--- config.mk ---
export PLATFORM = sky130hd
export DESIGN_NAME = battery_charge_control
export DESIGN_NICKNAME = d
export VERILOG_FILES = /design/src/rtl/bcc_pkg.sv /design/src/rtl/battery_charge_control.sv /design/src/rtl/bcc_cell.sv /design/src/rtl/bcc_avg.sv /design/src/rtl/bcc_ctrl.sv
export VERILOG_INCLUDE_DIRS = /design/src /design/src/rtl
export SDC_FILE = /design/constraint.sdc
export NUM_CORES = 1
export LEC_CHECK = 0
export ABC_CLOCK_PERIOD_IN_PS = 8200
export BUFFER_PORTS_ARGS = -buffer_cell sky130_fd_sc_hd__buf_2
export CORE_MARGIN = 2
export CORE_UTILIZATION = 24
export DETAILED_ROUTE_END_ITERATION = 16
export SKIP_LAST_GASP = 1
export SLEW_MARGIN = 20
export SYNTH_ARGS = -nofsm -noshare
export SYNTH_HDL_FRONTEND = slang
export SYNTH_HIERARCHICAL = 1
export SYNTH_SLANG_ARGS = --single-unit
--- constraint.sdc ---
create_clock -name clk -period 8.2 [get_ports clk]
set_input_delay 1.64 -clock clk [delete_from_list [all_inputs] [get_ports clk]]
set_output_delay 1.64 -clock clk [all_outputs]
set_load 0.005 [all_outputs]
--- src/rtl/battery_charge_control_defines.svh ---
// Assertion macros used by the battery charge control top level.
`ifndef BATTERY_CHARGE_CONTROL_DEFINES_SVH
`define BATTERY_CHARGE_CONTROL_DEFINES_SVH

// Same-cycle implication, sampled on clk and quiet during reset
`define BCC_ASSERT_NOW(name, ante, cons, msg) \
	name: assert property (@(posedge clk) disable iff (!arst_n) (ante) |-> (cons)) \
		else $error(msg);

// Next-cycle implication, sampled on clk and quiet during reset
`define BCC_ASSERT_NEXT(name, ante, cons, msg) \
	name: assert property (@(posedge clk) disable iff (!arst_n) (ante) |=> (cons)) \
		else $error(msg);

`endif

--- src/rtl/bcc_pkg.sv ---
// Types and constants for the battery charge control block.
package bcc_pkg;

	localparam int SAMPLE_W = 10;
	localparam int THRESH_W = 10;
	localparam int CNT_W    = 8;
	localparam int CFG_IDX_W = 2;

	localparam logic [THRESH_W-1:0] THRESH_MAX       = 10'd1000;
	localparam logic [THRESH_W-1:0] START_THRESH_RST = 10'd800;
	localparam logic [THRESH_W-1:0] END_THRESH_RST   = 10'd850;
	localparam logic [THRESH_W-1:0] SWITCH_THRESH_RST = 10'd200;
	localparam logic [THRESH_W-1:0] STOP_THRESH_RST  = 10'd100;

	// Configuration register indexes
	typedef enum logic [CFG_IDX_W-1:0] {
		REG_START_THRESH  = 2'd0,
		REG_END_THRESH    = 2'd1,
		REG_SWITCH_THRESH = 2'd2,
		REG_STOP_THRESH   = 2'd3
	} cfg_reg_t;

	typedef struct packed {
		logic [THRESH_W-1:0] start_th;
		logic [THRESH_W-1:0] end_th;
		logic [THRESH_W-1:0] switch_th;
		logic [THRESH_W-1:0] stop_th;
	} thresh_t;

	// Per-tick side flags carried down the pipeline
	typedef struct packed {
		logic vbat_fail;
		logic prog_fail;
		logic usb_present;
		logic ac_present;
	} tick_flags_t;

	// Shift enables for one window cell
	typedef struct packed {
		logic vbat;
		logic prog;
	} cell_shift_t;

	typedef struct packed {
		logic [SAMPLE_W-1:0] avg_vbat;
		logic [SAMPLE_W-1:0] avg_prog;
		logic charging;
		logic charger_enable;
		logic recharge_enable;
		logic start_event;
		logic start_on_ac;
		logic raise_switch_point;
		logic ac_changed;
		logic usb_changed;
		logic charge_state_changed;
		logic next_sample_paused;
	} result_t;

endpackage

--- src/rtl/battery_charge_control.sv ---
// Top level of the battery charge control block.
`include "battery_charge_control_defines.svh"

// Battery charge control. Each request on s_* is one tick (battery and prog
// samples, supply presence, read-failure flags in s_tuser) and yields exactly
// one result on m_*. Throughput is one tick per clock while m_tready is high;
// the stages are window push and running-sum update, a reciprocal multiply
// that forms both window averages, then the charge sequencer and output
// register. The sample windows are a row of WINDOW cells that shift on each
// push and reset to zero, so no clearing pass follows reset. Each pipeline
// stage moves on as soon as the stage after it is free, so new requests are
// taken while a result waits at the output until the stages fill. Threshold
// writes above 1000 are dropped; write them only while no tick is in flight.
module battery_charge_control import bcc_pkg::*; #(
	parameter int WINDOW       = 10,
	parameter int PULSE_TICKS  = 10,
	parameter int SWITCH_TICKS = 10
) (
	input  logic                 clk,
	input  logic                 arst_n,
	// Tick requests
	input  logic                 s_tvalid,
	output logic                 s_tready,
	// [9:0] vbat_sample, [19:10] prog_sample, [20] usb_present, [21] ac_present
	input  logic [23:0]          s_tdata,
	// [0] vbat_fail, [1] prog_fail
	input  logic [1:0]           s_tuser,
	// Results
	output logic                 m_tvalid,
	input  logic                 m_tready,
	// [9:0] avg_vbat, [19:10] avg_prog, [20] charging, [21] charger_enable,
	// [22] recharge_enable, [23] start_event, [24] start_on_ac,
	// [25] raise_switch_point, [26] ac_changed, [27] usb_changed,
	// [28] charge_state_changed, [29] next_sample_paused
	output logic [31:0]          m_tdata,
	// Threshold writes
	input  logic                 cfg_wen,
	input  logic [CFG_IDX_W-1:0] cfg_index,
	input  logic [THRESH_W-1:0]  cfg_data
);

	localparam int SUM_W = SAMPLE_W + $clog2(WINDOW);

	thresh_t             thresh_q;
	logic                v1_q, v2_q, v3_q;
	logic                rdy1, rdy2, rdy3, accept;
	cell_shift_t         push;
	logic [SAMPLE_W-1:0] vbat_new, prog_new;
	logic [SAMPLE_W-1:0] vbat_cell [WINDOW];
	logic [SAMPLE_W-1:0] prog_cell [WINDOW];
	logic [SUM_W-1:0]    vbat_sum_q, prog_sum_q, vbat_sum_d, prog_sum_d;
	logic [SUM_W-1:0]    vbat_sum_s1, prog_sum_s1;
	tick_flags_t         flags_in, flags_s1, flags_s2;
	logic [SAMPLE_W-1:0] avg_vbat_s2, avg_prog_s2;
	result_t             res_s3;

	// Configuration registers
	always_ff @(posedge clk or negedge arst_n) begin
		if (!arst_n) begin
			thresh_q.start_th  <= START_THRESH_RST;
			thresh_q.end_th    <= END_THRESH_RST;
			thresh_q.switch_th <= SWITCH_THRESH_RST;
			thresh_q.stop_th   <= STOP_THRESH_RST;
		end else if (cfg_wen && (cfg_data <= THRESH_MAX)) begin
			case (cfg_reg_t'(cfg_index))
				REG_START_THRESH:  thresh_q.start_th  <= cfg_data;
				REG_END_THRESH:    thresh_q.end_th    <= cfg_data;
				REG_SWITCH_THRESH: thresh_q.switch_th <= cfg_data;
				REG_STOP_THRESH:   thresh_q.stop_th   <= cfg_data;
				default: ;
			endcase
		end
	end

	// Stage handshake: each stage advances when the next one is free
	assign rdy3     = !v3_q || m_tready;
	assign rdy2     = !v2_q || rdy3;
	assign rdy1     = !v1_q || rdy2;
	assign s_tready = rdy1;
	assign accept   = s_tvalid && rdy1;

	assign vbat_new           = s_tdata[9:0];
	assign prog_new           = s_tdata[19:10];
	assign flags_in.vbat_fail   = s_tuser[0];
	assign flags_in.prog_fail   = s_tuser[1];
	assign flags_in.usb_present = s_tdata[20];
	assign flags_in.ac_present  = s_tdata[21];

	// A failed battery read pushes nothing; a failed prog read pushes only vbat
	assign push.vbat = accept && !flags_in.vbat_fail;
	assign push.prog = accept && !flags_in.vbat_fail && !flags_in.prog_fail;

	// Window cells, oldest at index 0
	for (genvar i = 0; i < WINDOW; i++) begin : g_cell
		logic [SAMPLE_W-1:0] vbat_in, prog_in;
		if (i == WINDOW - 1) begin : g_tail
			assign vbat_in = vbat_new;
			assign prog_in = prog_new;
		end else begin : g_link
			assign vbat_in = vbat_cell[i+1];
			assign prog_in = prog_cell[i+1];
		end
		bcc_cell u_cell (
			.clk     (clk),
			.arst_n  (arst_n),
			.shift   (push),
			.vbat_in (vbat_in),
			.prog_in (prog_in),
			.vbat_q  (vbat_cell[i]),
			.prog_q  (prog_cell[i])
		);
	end

	// Running sums: drop the oldest sample, add the new one
	always_comb begin
		vbat_sum_d = vbat_sum_q;
		prog_sum_d = prog_sum_q;
		if (push.vbat) begin
			vbat_sum_d = vbat_sum_q - SUM_W'(vbat_cell[0]) + SUM_W'(vbat_new);
		end
		if (push.prog) begin
			prog_sum_d = prog_sum_q - SUM_W'(prog_cell[0]) + SUM_W'(prog_new);
		end
	end

	always_ff @(posedge clk or negedge arst_n) begin
		if (!arst_n) begin
			vbat_sum_q <= '0;
			prog_sum_q <= '0;
		end else begin
			vbat_sum_q <= vbat_sum_d;
			prog_sum_q <= prog_sum_d;
		end
	end

	// Stage valid bits
	always_ff @(posedge clk or negedge arst_n) begin
		if (!arst_n) begin
			v1_q <= 1'b0;
			v2_q <= 1'b0;
			v3_q <= 1'b0;
		end else begin
			if (rdy1) begin
				v1_q <= s_tvalid;
			end
			if (rdy2) begin
				v2_q <= v1_q;
			end
			if (rdy3) begin
				v3_q <= v2_q;
			end
		end
	end

	// Stage 1 payload: sums after this tick
	always_ff @(posedge clk) begin
		if (accept) begin
			vbat_sum_s1 <= vbat_sum_d;
			prog_sum_s1 <= prog_sum_d;
			flags_s1    <= flags_in;
		end
	end

	// Stage 2: averages
	bcc_avg #(
		.WINDOW (WINDOW),
		.SUM_W  (SUM_W)
	) u_avg (
		.clk         (clk),
		.load        (v1_q && rdy2),
		.vbat_sum    (vbat_sum_s1),
		.prog_sum    (prog_sum_s1),
		.avg_vbat_s2 (avg_vbat_s2),
		.avg_prog_s2 (avg_prog_s2)
	);

	always_ff @(posedge clk) begin
		if (v1_q && rdy2) begin
			flags_s2 <= flags_s1;
		end
	end

	// Stage 3: charge sequencer and output register
	bcc_ctrl #(
		.PULSE_TICKS  (PULSE_TICKS),
		.SWITCH_TICKS (SWITCH_TICKS)
	) u_ctrl (
		.clk      (clk),
		.arst_n   (arst_n),
		.load     (v2_q && rdy3),
		.flags    (flags_s2),
		.avg_vbat (avg_vbat_s2),
		.avg_prog (avg_prog_s2),
		.thresh   (thresh_q),
		.res_s3   (res_s3)
	);

	assign m_tvalid = v3_q;
	assign m_tdata  = {2'b00,
		res_s3.next_sample_paused,
		res_s3.charge_state_changed,
		res_s3.usb_changed,
		res_s3.ac_changed,
		res_s3.raise_switch_point,
		res_s3.start_on_ac,
		res_s3.start_event,
		res_s3.recharge_enable,
		res_s3.charger_enable,
		res_s3.charging,
		res_s3.avg_prog,
		res_s3.avg_vbat};

	// A start always leaves the charger on in the same result
	`BCC_ASSERT_NOW(a_start_drives_charger, m_tvalid && m_tdata[23], m_tdata[20] && m_tdata[21], "start without charger on")
	// Full pipeline with a stalled output refuses new requests
	`BCC_ASSERT_NOW(a_full_blocks_input, v1_q && v2_q && v3_q && !m_tready, !s_tready, "request taken while pipeline full")
	// An accepted request always lands in stage 1
	`BCC_ASSERT_NEXT(a_accept_fills_s1, s_tvalid && s_tready, v1_q, "accepted request lost")

endmodule

--- src/rtl/bcc_cell.sv ---
// One window cell: holds a battery and a prog sample and passes them down the row.
module bcc_cell import bcc_pkg::*; (
	input  logic                clk,
	input  logic                arst_n,
	input  cell_shift_t         shift,
	input  logic [SAMPLE_W-1:0] vbat_in,
	input  logic [SAMPLE_W-1:0] prog_in,
	output logic [SAMPLE_W-1:0] vbat_q,
	output logic [SAMPLE_W-1:0] prog_q
);

	// Take the neighbor's sample on each push
	always_ff @(posedge clk or negedge arst_n) begin
		if (!arst_n) begin
			vbat_q <= '0;
			prog_q <= '0;
		end else begin
			if (shift.vbat) begin
				vbat_q <= vbat_in;
			end
			if (shift.prog) begin
				prog_q <= prog_in;
			end
		end
	end

endmodule

--- src/rtl/bcc_avg.sv ---
// Window average stage: divides both running sums by the window depth.
module bcc_avg import bcc_pkg::*; #(
	parameter int WINDOW = 10,
	parameter int SUM_W  = 14
) (
	input  logic                clk,
	input  logic                load,
	input  logic [SUM_W-1:0]    vbat_sum,
	input  logic [SUM_W-1:0]    prog_sum,
	output logic [SAMPLE_W-1:0] avg_vbat_s2,
	output logic [SAMPLE_W-1:0] avg_prog_s2
);

	// Rounded-up reciprocal: exact floor division for every sum below 2^SUM_W
	localparam int SHIFT  = SUM_W + $clog2(WINDOW);
	localparam longint unsigned RECIP_VAL = ((64'd1 << SHIFT) + WINDOW - 1) / WINDOW;
	localparam int RECIP_W = SUM_W + 2;
	localparam int PROD_W  = SUM_W + RECIP_W;
	localparam logic [RECIP_W-1:0] RECIP = RECIP_W'(RECIP_VAL);

	logic [PROD_W-1:0] vbat_prod;
	logic [PROD_W-1:0] prog_prod;

	assign vbat_prod = PROD_W'(vbat_sum) * PROD_W'(RECIP);
	assign prog_prod = PROD_W'(prog_sum) * PROD_W'(RECIP);

	// Register the quotients
	always_ff @(posedge clk) begin
		if (load) begin
			avg_vbat_s2 <= vbat_prod[SHIFT +: SAMPLE_W];
			avg_prog_s2 <= prog_prod[SHIFT +: SAMPLE_W];
		end
	end

endmodule

--- src/rtl/bcc_ctrl.sv ---
// Charge sequencer: start, constant-current, pulsed top-off and shutdown decisions.
module bcc_ctrl import bcc_pkg::*; #(
	parameter int PULSE_TICKS  = 10,
	parameter int SWITCH_TICKS = 10
) (
	input  logic                clk,
	input  logic                arst_n,
	input  logic                load,
	input  tick_flags_t         flags,
	input  logic [SAMPLE_W-1:0] avg_vbat,
	input  logic [SAMPLE_W-1:0] avg_prog,
	input  thresh_t             thresh,
	output result_t             res_s3
);

	localparam logic [CNT_W-1:0] PULSE_INIT  = CNT_W'(PULSE_TICKS);
	localparam logic [CNT_W-1:0] SWITCH_INIT = CNT_W'(SWITCH_TICKS);

	logic             active_q, phase_q, pon_q, chg_q, rech_q, prev_usb_q, prev_ac_q;
	logic [CNT_W-1:0] pulse_cnt_q, switch_cnt_q;

	logic             active_d, phase_d, pon_d, chg_d, rech_d, prev_usb_d, prev_ac_d;
	logic [CNT_W-1:0] pulse_cnt_d, switch_cnt_d;
	logic             start_ev, on_ac, raise, ac_chg, usb_chg, st_chg, supply;
	result_t          res_d;

	// Work out the next charge state for this tick
	always_comb begin
		active_d     = active_q;
		phase_d      = phase_q;
		pon_d        = pon_q;
		chg_d        = chg_q;
		rech_d       = rech_q;
		prev_usb_d   = prev_usb_q;
		prev_ac_d    = prev_ac_q;
		pulse_cnt_d  = pulse_cnt_q;
		switch_cnt_d = switch_cnt_q;
		start_ev     = 1'b0;
		on_ac        = 1'b0;
		raise        = 1'b0;
		ac_chg       = 1'b0;
		usb_chg      = 1'b0;
		st_chg       = 1'b0;
		supply       = flags.usb_present | flags.ac_present;

		if (!flags.vbat_fail && !flags.prog_fail) begin
			ac_chg     = prev_ac_q != flags.ac_present;
			usb_chg    = prev_usb_q != flags.usb_present;
			prev_ac_d  = flags.ac_present;
			prev_usb_d = flags.usb_present;

			// Start a session on a low battery, USB first
			if (supply && (avg_vbat < thresh.start_th) && !active_q) begin
				pulse_cnt_d  = PULSE_INIT;
				switch_cnt_d = SWITCH_INIT;
				active_d     = 1'b1;
				chg_d        = 1'b1;
				rech_d       = 1'b1;
				start_ev     = 1'b1;
				on_ac        = !flags.usb_present;
				st_chg       = 1'b1;
			end

			if (active_d) begin
				if (supply) begin
					if (!phase_d) begin
						// Constant-current phase
						if (avg_vbat < thresh.end_th) begin
							if (switch_cnt_d <= CNT_W'(1)) begin
								raise        = avg_prog < thresh.switch_th;
								switch_cnt_d = SWITCH_INIT;
							end else begin
								switch_cnt_d = switch_cnt_d - CNT_W'(1);
							end
						end else begin
							phase_d = 1'b1;
						end
					end else if (pon_d) begin
						// Pulse on: count down, drop the charger at pulse end
						if (pulse_cnt_d <= CNT_W'(1)) begin
							pon_d  = 1'b0;
							chg_d  = 1'b0;
							rech_d = 1'b0;
							if (avg_prog < thresh.stop_th) begin
								pon_d    = 1'b1;
								phase_d  = 1'b0;
								active_d = 1'b0;
								st_chg   = 1'b1;
							end
							pulse_cnt_d = PULSE_INIT;
						end else begin
							pulse_cnt_d = pulse_cnt_d - CNT_W'(1);
						end
					end else begin
						pon_d  = 1'b1;
						chg_d  = 1'b1;
						rech_d = 1'b1;
					end
				end else begin
					// Supply lost: shut down
					chg_d    = 1'b0;
					rech_d   = 1'b0;
					active_d = 1'b0;
					phase_d  = 1'b0;
					pon_d    = 1'b1;
					st_chg   = 1'b1;
				end
			end
		end

		res_d.avg_vbat             = avg_vbat;
		res_d.avg_prog             = avg_prog;
		res_d.charging             = active_d;
		res_d.charger_enable       = chg_d;
		res_d.recharge_enable      = rech_d;
		res_d.start_event          = start_ev;
		res_d.start_on_ac          = on_ac;
		res_d.raise_switch_point   = raise;
		res_d.ac_changed           = ac_chg;
		res_d.usb_changed          = usb_chg;
		res_d.charge_state_changed = st_chg;
		res_d.next_sample_paused   = phase_d & pon_d;
	end

	// Commit charge state
	always_ff @(posedge clk or negedge arst_n) begin
		if (!arst_n) begin
			active_q     <= 1'b0;
			phase_q      <= 1'b0;
			pon_q        <= 1'b1;
			chg_q        <= 1'b0;
			rech_q       <= 1'b0;
			prev_usb_q   <= 1'b0;
			prev_ac_q    <= 1'b0;
			pulse_cnt_q  <= PULSE_INIT;
			switch_cnt_q <= SWITCH_INIT;
		end else if (load) begin
			active_q     <= active_d;
			phase_q      <= phase_d;
			pon_q        <= pon_d;
			chg_q        <= chg_d;
			rech_q       <= rech_d;
			prev_usb_q   <= prev_usb_d;
			prev_ac_q    <= prev_ac_d;
			pulse_cnt_q  <= pulse_cnt_d;
			switch_cnt_q <= switch_cnt_d;
		end
	end

	// Output register
	always_ff @(posedge clk) begin
		if (load) begin
			res_s3 <= res_d;
		end
	end

endmodule
==> impl_metrics.json <==
{
  "outcome": "complete, no violations",
  "setup_violations": 0,
  "cts_buffers": 42,
  "synth_seq_cells": 380,
  "via_count": 14233,
  "wl_per_cell_um": 12.9,
  "ys_warn_count": 6,
  "gp_congestion": 0.813,
  "cp_slowest_cell": "fa_1",
  "final_common_cell": "inv_1",
  "grt_setup_unrepaired": "no",
  "cts_resized": 0,
  "via_per_inst": 4.06,
  "layout.nets": 2539,
  "cts.clk_slew.worst_paths_ns": 0.06,
  "synth-edff-count": 86,
  "min_path_type": "reg2reg",
  "drt_iter0_markers": 756,
  "grt_pass1_vias": 14909,
  "cp.required_ns": 8.51,
  "htree_levels": 2,
  "cap_violations": 0,
  "cp-start-kind": "flip-flop",
  "cp_common_cell": "fa_1",
  "wirelength_um": 45200,
  "hpwl_um": 33700,
  "grt_usage_pct": 8.73,
  "r2r_cells": 16,
  "netlist_instances": 2013,
  "drv_slew": 0,
  "port_buffers": 72,
  "grt_antenna_before_repair": 9,
  "tns_ns": 0,
  "slowest_delay_ns": 0.56,
  "post-route-min-period_ns": 5.59,
  "ios": 77,
  "filler_cell_count": 10617,
  "synth_flop_cell": "dfrtp_1",
  "r2r_start": "vbat_sum_s1[11]",
  "hold_violations": 0,
  "drtAntennaViolNets": 0,
  "worstPathArrival_ns": 5.90,
  "finalClockSkew_ns": 0.0297,
  "clock_latency_ns": 0.58,
  "drive_gt1_share_pct": 21.0,
  "dieArea_um2": 106000,
  "syn_area_um2": 24900,
  "grt_max_degree": 140,
  "whs_endpoint": "flags_s2[0]",
  "cp_max_fo": 4,
  "dieWidth_um": 326,
  "drtPass1Iterations": 4,
  "rows": 118,
  "timing.final.crit_share_pct": 68.2,
  "min_from": "flags_s1[0]",
  "max_freq_ghz": 0.179,
  "drt_drc_violations_left": 0,
  "tightestPinTransition_ns": 0.944,
  "cts_tree": "built",
  "async_flop_share_pct": 77.4,
  "coreArea_um2": 103000,
  "rrSetupSlack_ns": 2.61,
  "grt-ovfl-total": 0,
  "grt_pass1_wl_um": 77200,
  "cts_root_buf": "clkbuf_16",
  "cts_setup_buffers": 0,
  "die_h_um": 326,
  "worstPathCellList": "fa_1 > inv_1 > fa_1 > fa_1 > fa_1 > inv_1 > fa_1 > fa_1 > ha_1 > a21oi_1 > o21a_1 > a2bb2oi_1 > a31oi_1 > or3_1 > a311oi_2 > xnor2_1",
  "hold_path_depth": 0,
  "ys_seq_area_share_pct": 40.0,
  "clockBufferDepth": 3,
  "final_cell_mix": "inv_1, dfrtp_1, ha_1",
  "holdBufCountCts": 0,
  "cts.sinks": 380,
  "syn_area_per_cell_um2": 12.4,
  "r2r-end": "u_avg/avg_vbat_s2[9]",
  "syn2layout_area_growth_pct": 13.2,
  "cp-end-kind": "flip-flop",
  "path_class": "reg2reg",
  "start_util_pct": 24.1,
  "timing.slew.headroom_pct": 37.0,
  "ys_types": 94
}
worst max-delay path: cells and delay by family, from the launching register on:
kind                     cells  cell delay, ns
adder cells (fa/ha/maj)      7            3.35
AO/OA/AOI/OAI                5            0.89
flip-flops                   1            0.47
AND/OR/NAND/NOR              1            0.41
XOR/XNOR                     1            0.11
buffers and inverters        2            0.10
cell type report:
cell class	count	area [um2]	share of cell area (%)
clock inverter	21	322	1.14
clock buffer	51	1130	4.00
inverter	378	1430	5.07
sequential	380	9960	35.4
tap	1380	1730	6.13
antenna	3	7.51	0.0266
timing repair buffer	79	435	1.55
multi-input combinational	1213	13200	46.7
registers in the layout (all words and copies together) (netlist names), 8 cells and up:
| signal | flops |
|---|---|
| thresh_q | 40 |
| g_cell.u_cell/prog_q | 100 |
| u_ctrl/pulse_cnt_q | 8 |
| u_avg/avg_prog_s2 | 10 |
| prog_sum_q | 14 |
| vbat_sum_q | 14 |
| prog_sum_s1 | 14 |
| vbat_sum_s1 | 14 |
| u_ctrl/res_s3 | 30 |
| g_cell.u_cell/vbat_q | 100 |
| u_ctrl/switch_cnt_q | 8 |
| u_avg/avg_vbat_s2 | 10 |
synth_stat cells, drive strengths merged, types with 11 or more instances:
cell	count	area, um2
nor2	42	163
inv	378	1420
xnor2	26	228
fa	140	2800
ha	262	3280
a211oi	17	138
a21o	16	120
nor3	16	85.1
o21ai	63	319
xor2	20	175
edfxtp	86	2580
buf	33	300
or3	12	85.1
dfrtp	275	6880
nand3	23	125
dfstp	19	499
nand2b	12	75.1
a21oi	66	342
nand4	14	93.8
and2	11	71.3
mux2	240	3490
nand2	83	317
through the flow:
stage	hold WS, ns	std cells	util, %	instance area (um2)	setup WS [ns]
floorplan	0.400	2014	-	24900	2.94
global placement	0.407	3430	25.9	26700	2.60
detailed placement	0.407	3430	25.9	26700	2.55
CTS	0.432	3502	27.3	28200	2.53
global route	0.435	3502	27.3	28200	2.31
finish	0.429	3505	27.3	28200	2.61
routing by layer:
| metal | GRT usage (%) | vias up | part of all wire, % |
|---|---|---|---|
| li1 | - | 6992 | - |
| met1 | 12.5 | 6965 | 50 |
| met2 | 13.7 | 197 | 44 |
| met3 | 1.72 | 65 | 4.2 |
| met4 | 1.83 | 14 | 1.4 |
| met5 | 0 | - | 0.20 |
worst max path at each step:
stage                                       to            start
final                     u_avg/avg_vbat_s2[9]  vbat_sum_s1[11]
after global placement    u_avg/avg_vbat_s2[9]  vbat_sum_s1[11]
after detailed placement  u_avg/avg_vbat_s2[9]   vbat_sum_s1[5]
after CTS                 u_avg/avg_vbat_s2[9]  vbat_sum_s1[11]
after floorplan           u_avg/avg_vbat_s2[9]  vbat_sum_s1[11]
after global routing      u_avg/avg_vbat_s2[9]   vbat_sum_s1[5]
kinds of logic after synthesis:
kind of cell	count (synthesis)	share of synthesized area (%)
compound gates	257	7.05
buf+inv	421	7.06
simple gates	264	5.65
xor+xnor	46	1.62
other cells	1	0.0151
fa+ha+maj	402	24.4
flops	380	40.0
mux	242	14.1
Power is not shown: default switching activity piles up to over one toggle a cycle in this logic, so the estimate is an artifact.
